<file path="src/design/adam_parameter_update_macros.svh">
// assertion macros for the adam update block
`ifndef ADAM_PARAMETER_UPDATE_MACROS_SVH
`define ADAM_PARAMETER_UPDATE_MACROS_SVH

// a condition implies a consequence on the next edge
`define ADAM_ASSERT_NEXT(label, clk, rst, cond, conseq, msg) \
  label: assert property (@(posedge clk) disable iff (rst) (cond) |=> (conseq)) \
    else $error(msg);

// a condition implies a consequence on the same edge
`define ADAM_ASSERT_NOW(label, clk, rst, cond, conseq, msg) \
  label: assert property (@(posedge clk) disable iff (rst) (cond) |-> (conseq)) \
    else $error(msg);

`endif

</file>
<file path="src/design/adam_pkg.sv">
`timescale 1ns / 1ps
package adam_pkg;

  localparam int FracBits   = 24;
  localparam int CfgWidth   = 32;
  localparam int CfgIdxW    = 2;
  localparam int SqrtStages = 28;

  typedef enum logic [CfgIdxW-1:0] {
    REG_STEP_SCALE   = 2'd0,
    REG_DECAY_FIRST  = 2'd1,
    REG_DECAY_SECOND = 2'd2,
    REG_EPSILON      = 2'd3
  } reg_idx_t;

  typedef struct packed {
    logic signed [31:0] weight_in;
    logic signed [31:0] gradient;
    logic signed [31:0] mean_in;
    logic [31:0]        variance_in;
    logic               last_in;
  } in_word_t;

  typedef struct packed {
    logic signed [31:0] weight_out;
    logic signed [31:0] mean_out;
    logic [31:0]        variance_out;
    logic               last_out;
  } out_word_t;

  typedef struct packed {
    logic signed [31:0] step_scale;
    logic [23:0]        decay_first;
    logic [23:0]        decay_second;
    logic [24:0]        epsilon;
  } cfg_t;

  // pipeline control shared by all stages
  typedef struct packed {
    logic advance;
    logic flush;
  } pipe_ctl_t;

endpackage

</file>
<file path="src/design/adam_sqrt.sv">
`timescale 1ns / 1ps
// pipelined square root of v*2^24, one result bit per stage (28 stages)
module adam_sqrt (
  input  logic                clk,
  input  logic                rst,
  input  adam_pkg::pipe_ctl_t ctl,
  input  logic                in_valid,
  input  logic [55:0]         radicand,
  output logic                out_valid,
  output logic [27:0]         root
);
  import adam_pkg::*;

  localparam int N = SqrtStages;

  logic [N:0]      vld;
  logic [55:0]     rem [N+1];
  logic [27:0]     res [N+1];

  assign vld[0] = in_valid;
  assign rem[0] = radicand;
  assign res[0] = '0;

  // restoring digit stages
  for (genvar i = 0; i < N; i++) begin : g_st
    logic [57:0] trial;
    logic [57:0] r2;
    assign trial = {res[i], 2'b01} << (2 * (N - 1 - i));
    assign r2    = {2'b00, rem[i]};
    always_ff @(posedge clk) begin
      if (rst) vld[i+1] <= 1'b0;
      else if (ctl.advance) vld[i+1] <= vld[i];
      if (ctl.advance) begin
        if (r2 >= trial) begin
          rem[i+1] <= 56'(r2 - trial);
          res[i+1] <= {res[i][26:0], 1'b1};
        end else begin
          rem[i+1] <= rem[i];
          res[i+1] <= {res[i][26:0], 1'b0};
        end
      end
    end
  end

  assign out_valid = vld[N];
  assign root      = res[N];
endmodule

</file>
<file path="config.mk">
export PLATFORM = sky130hd
export DESIGN_NAME = adam_sqrt
export DESIGN_NICKNAME = d
export VERILOG_FILES = /design/src/design/adam_parameter_update_macros.svh /design/src/design/adam_pkg.sv /design/src/design/adam_sqrt.sv
export SDC_FILE = /design/constraint.sdc
export NUM_CORES = 2
export LEC_CHECK = 0
export ABC_AREA = 0
export BUFFER_PORTS_ARGS = -buffer_cell sky130_fd_sc_hd__buf_4
export CAP_MARGIN = 20
export CELL_PAD_IN_SITES_DETAIL_PLACEMENT = 1
export CELL_PAD_IN_SITES_GLOBAL_PLACEMENT = 2
export CORE_MARGIN = 5
export CORE_UTILIZATION = 45
export CTS_BUF_LIST = sky130_fd_sc_hd__clkbuf_16
export DETAILED_ROUTE_END_ITERATION = 10
export PLACE_DENSITY_LB_ADDON = 0.1
export SYNTH_ARGS = -nofsm -noshare
export SYNTH_HDL_FRONTEND = slang
export SYNTH_SLANG_ARGS = --single-unit
</file>
<file path="constraint.sdc">
create_clock -name clk -period 4.5 [get_ports clk]
set_clock_uncertainty 0.15 [all_clocks]
set_input_delay 0.45 -clock clk [delete_from_list [all_inputs] [get_ports clk]]
set_output_delay 0.45 -clock clk [all_outputs]
set_load 0.01 [all_outputs]
</file>
==> metrics.txt <==
status=completed; number of synthesized flops with an enable pin=1918; Synth Area in Adders=5.83%; Final period util=95.2%; P per Cell Area=500 nW/um^2; Tot Pwr=52.4 mW; Worst Path Arrival=4700 ps; crit-path max FO=11; Mean Syn Cell Area=12.6 um^2; post-route ant nets=0; critical path type=flop to flop; CTS Sinks=1946; switching power=15.3 mW; Util after Layout=51.2%; # nets final=8155; total iterations of the first detailed-routing run=5; Tmin final=4280 ps; initial antenna violation count=1; worst r2r src=g_st[19].trial[33]$_DFFE_PP_; CTS Root Cell=clkbuf_16; DRC=0; Core Area=205000 um^2; synthesized net count=7836; die height=464 um; maximum VDD drop=0.000352 V; Crit path required time=4920 ps; Peak Freq=234 MHz; Simple-Gate Fraction of Synth Area=11.9%; DP Cell Count=10.1k; sequential area share after synthesis=62.7%; setup violators final=0; clock power share=33.0%; largest family of logic cells by synthesized area=simple AND/OR/NAND/NOR gates; slew margin rel.=28.6%; Synth top area share=62.1%; Post-Synthesis Cells=7343; DR iter-0 viols=3567; # Post-CTS Setup Buffers=0; Slew Viols, Final=0; Row Count=166; TritonCTS clock tree=done; CTS Buf Count=208; endpoints failing hold=0; Internal Pwr Total=37.1 mW; Leak=39.4 nW; Filler cells=20.7k; netlist area before placement=92700 um^2; die area=215000 um^2; largest net degree at the start of global routing=137; Least-Margin Pin Slew=1040 ps; worst reg2reg endpoint=g_st[20].r2[41]$_DFFE_PP_; combinational share of power=20.0%; number of global-route vias before repair=61.0k; I/O Pins=90; Setup crit end=g_st[20].r2[41]$_DFFE_PP_; PortBufs=88; synth warn=0; XOR/XNOR share of the synthesized area=6.28%; area leader, netlist=edfxtp_1; vias=58.1k; top post-synthesis cells by area=edfxtp_1 (62%), ha_1 (5.8%), xnor2_1 (3.4%); first-pass GRT wire length=355 mm; buffers from clock root to sink, at most=3; Detailed Route WL=226 mm; routed vias/inst=5.52; total grt overflow=0; Cell Count, Final, Fillers Out=10.5k; count leader, synth=edfxtp_1; Skew-Pair Late Insertion Delay=860 ps; initial core utilization=45.3%; r2r setup slk=220 ps; Hold WC Path Type=input port to flop; Avg WL per Cell=21.5 um; Synth cell types=89; CP startpoint kind=flop; gr usage total=20.7%; mux contribution to synthesized area=1.22%; CP endpoint kind=flop; share of layout cells above drive strength 1=8.47%; Flop pwr share=47.0%; switching portion of total power=29.3%; placed cell area=97200 um^2; CP startpoint=g_st[19].trial[33]$_DFFE_PP_; prevailing post-synth register cell=edfxtp_1; unrepaired setup endpoints after global routing=false; DPL Wire Length=169 mm; H-Tree Depth=4; Clock transition at path regs=60 ps; Synth Area in Compound Gates=9.26%; Post-synth top cells=edfxtp_1 (1918), inv_1 (525), nand2_1 (493); Die W=464 um; Synth async-reset ratio=0%; post-route design area=105000 um^2; #FFs+latches synth=1946; global placer's final weighted congestion=0.832; Layout area overhead=13.1%; reg2reg path depth=13; max_cap viols=0
==> worst min path at each step <==
stage	start	to	slack, ps	cells after the start
floorplan	g_st[9].r2[0]$_DFFE_PP_	g_st[10].r2[0]$_DFFE_PP_	270	0
global placement	g_st[20].r2[4]$_DFFE_PP_	g_st[21].r2[4]$_DFFE_PP_	280	0
detailed placement	g_st[14].r2[1]$_DFFE_PP_	g_st[15].r2[1]$_DFFE_PP_	280	0
CTS	radicand[23]	g_st[1].r2[23]$_DFFE_PP_	70	2
global route	radicand[53]	g_st[1].r2[53]$_DFFE_PP_	90	2
finish	radicand[26]	g_st[1].r2[26]$_DFFE_PP_	150	2
==> routing by layer <==
layer	part of all wire [%]	up-vias	GRT usage [%]	wire, um
met5	0	-	0	0
met4	1.8	0	4.30	3970
met3	2.6	267	2.44	5830
met2	50	661	36.1	113000
met1	46	29000	27.8	104000
li1	-	28100	-	-
==> cell usage in the layout (no fill, tap or decap), drive strengths merged, types with 27 or more instances in the layout <==
cell type	instances
o21ai	363
edfxtp	1918
xnor2	360
a31oi	35
xor2	305
clkinv	98
or4	43
o31ai	34
nand4	108
nor3	191
nand2	493
nand3	104
and3	33
dfxtp	28
or3	81
a21oi	455
dlygate4sd3	61
buf	199
or2	34
o21a	78
o211ai	27
clkbuf	211
ha	432
o21bai	33
nor4	269
mux2i	38
nor2b	48
nor4b	34
a21o	139
a211oi	35
mux2	66
nand2b	102
inv	574
nor2	451
==> power groups by stage <==
stage / Clock (mW) / Sequential (mW) / Combinational (mW)
after CTS: 17.8 / 24.7 / 10.5
after global placement: 0 / 25.0 / 10.3
after detailed placement: 0 / 25.1 / 10.4
after global routing: 18.7 / 24.9 / 11.7
final: 17.3 / 24.7 / 10.5
after floorplan: 0 / 24.2 / 7.48
==> timing repair <==
action                                  in CTS  in global routing
gates cloned                                 0                  0
hold buffers                                61                  0
gates resized for setup                      1                  1
endpoints found under the setup margin       7                  6
endpoints found under the hold margin      106                  0
==> worst max-delay path: stages (launching register included) <==
cell	delay, ps
edfxtp_1	370
inv_1	60
ha_1	350
nor4bb_2	580
nand4_1	320
nor4_1	460
buf_2	250
buf_4	120
nor4_1	40
and2_1	160
inv_1	240
nand2_1	330
nor4b_1	450
xor2_1	120
==> per-stage QoR <==
stage	worst slack (ps)	hold WS, ps	setup TNS (ps)
floorplan	981	267	0
global placement	-657	280	-7670
detailed placement	-94.8	280	-401
CTS	98.3	68.9	0
global route	20.6	87.2	0
finish	218	154	0
==> flip-flops by register name (all words and copies together) (netlist names) <==
| signal | count |
|---|---|
| g_st.r2 | 1512 |
| g_st.trial | 378 |
| vld | 27 |
| root | 28 |
| out_valid | 1 |
==> kinds of logic (layout without fill, tap and decap cells) <==
family / Yosys count / after routing
simple gates: 2130 / 2130
flops: 1946 / 1946
compound gates: 1387 / 1387
fa+ha+maj: 432 / 432
buf+inv: 679 / 1175
xor+xnor: 665 / 665
mux: 104 / 104
other cells: 0 / 5
==> area by class of cell <==
class / count / area, um^2 / share of cell area (%)
sequential: 1946 / 58200 / 55.5
multi-input combinational: 4718 / 32000 / 30.6
clock buffer: 210 / 5260 / 5.01
tap: 2688 / 3360 / 3.21
timing repair buffer: 261 / 2290 / 2.18
inverter: 527 / 1980 / 1.89
clock inverter: 177 / 1760 / 1.68
antenna: 5 / 12.5 / 0.0119
Power figures use the tool's default switching activity.
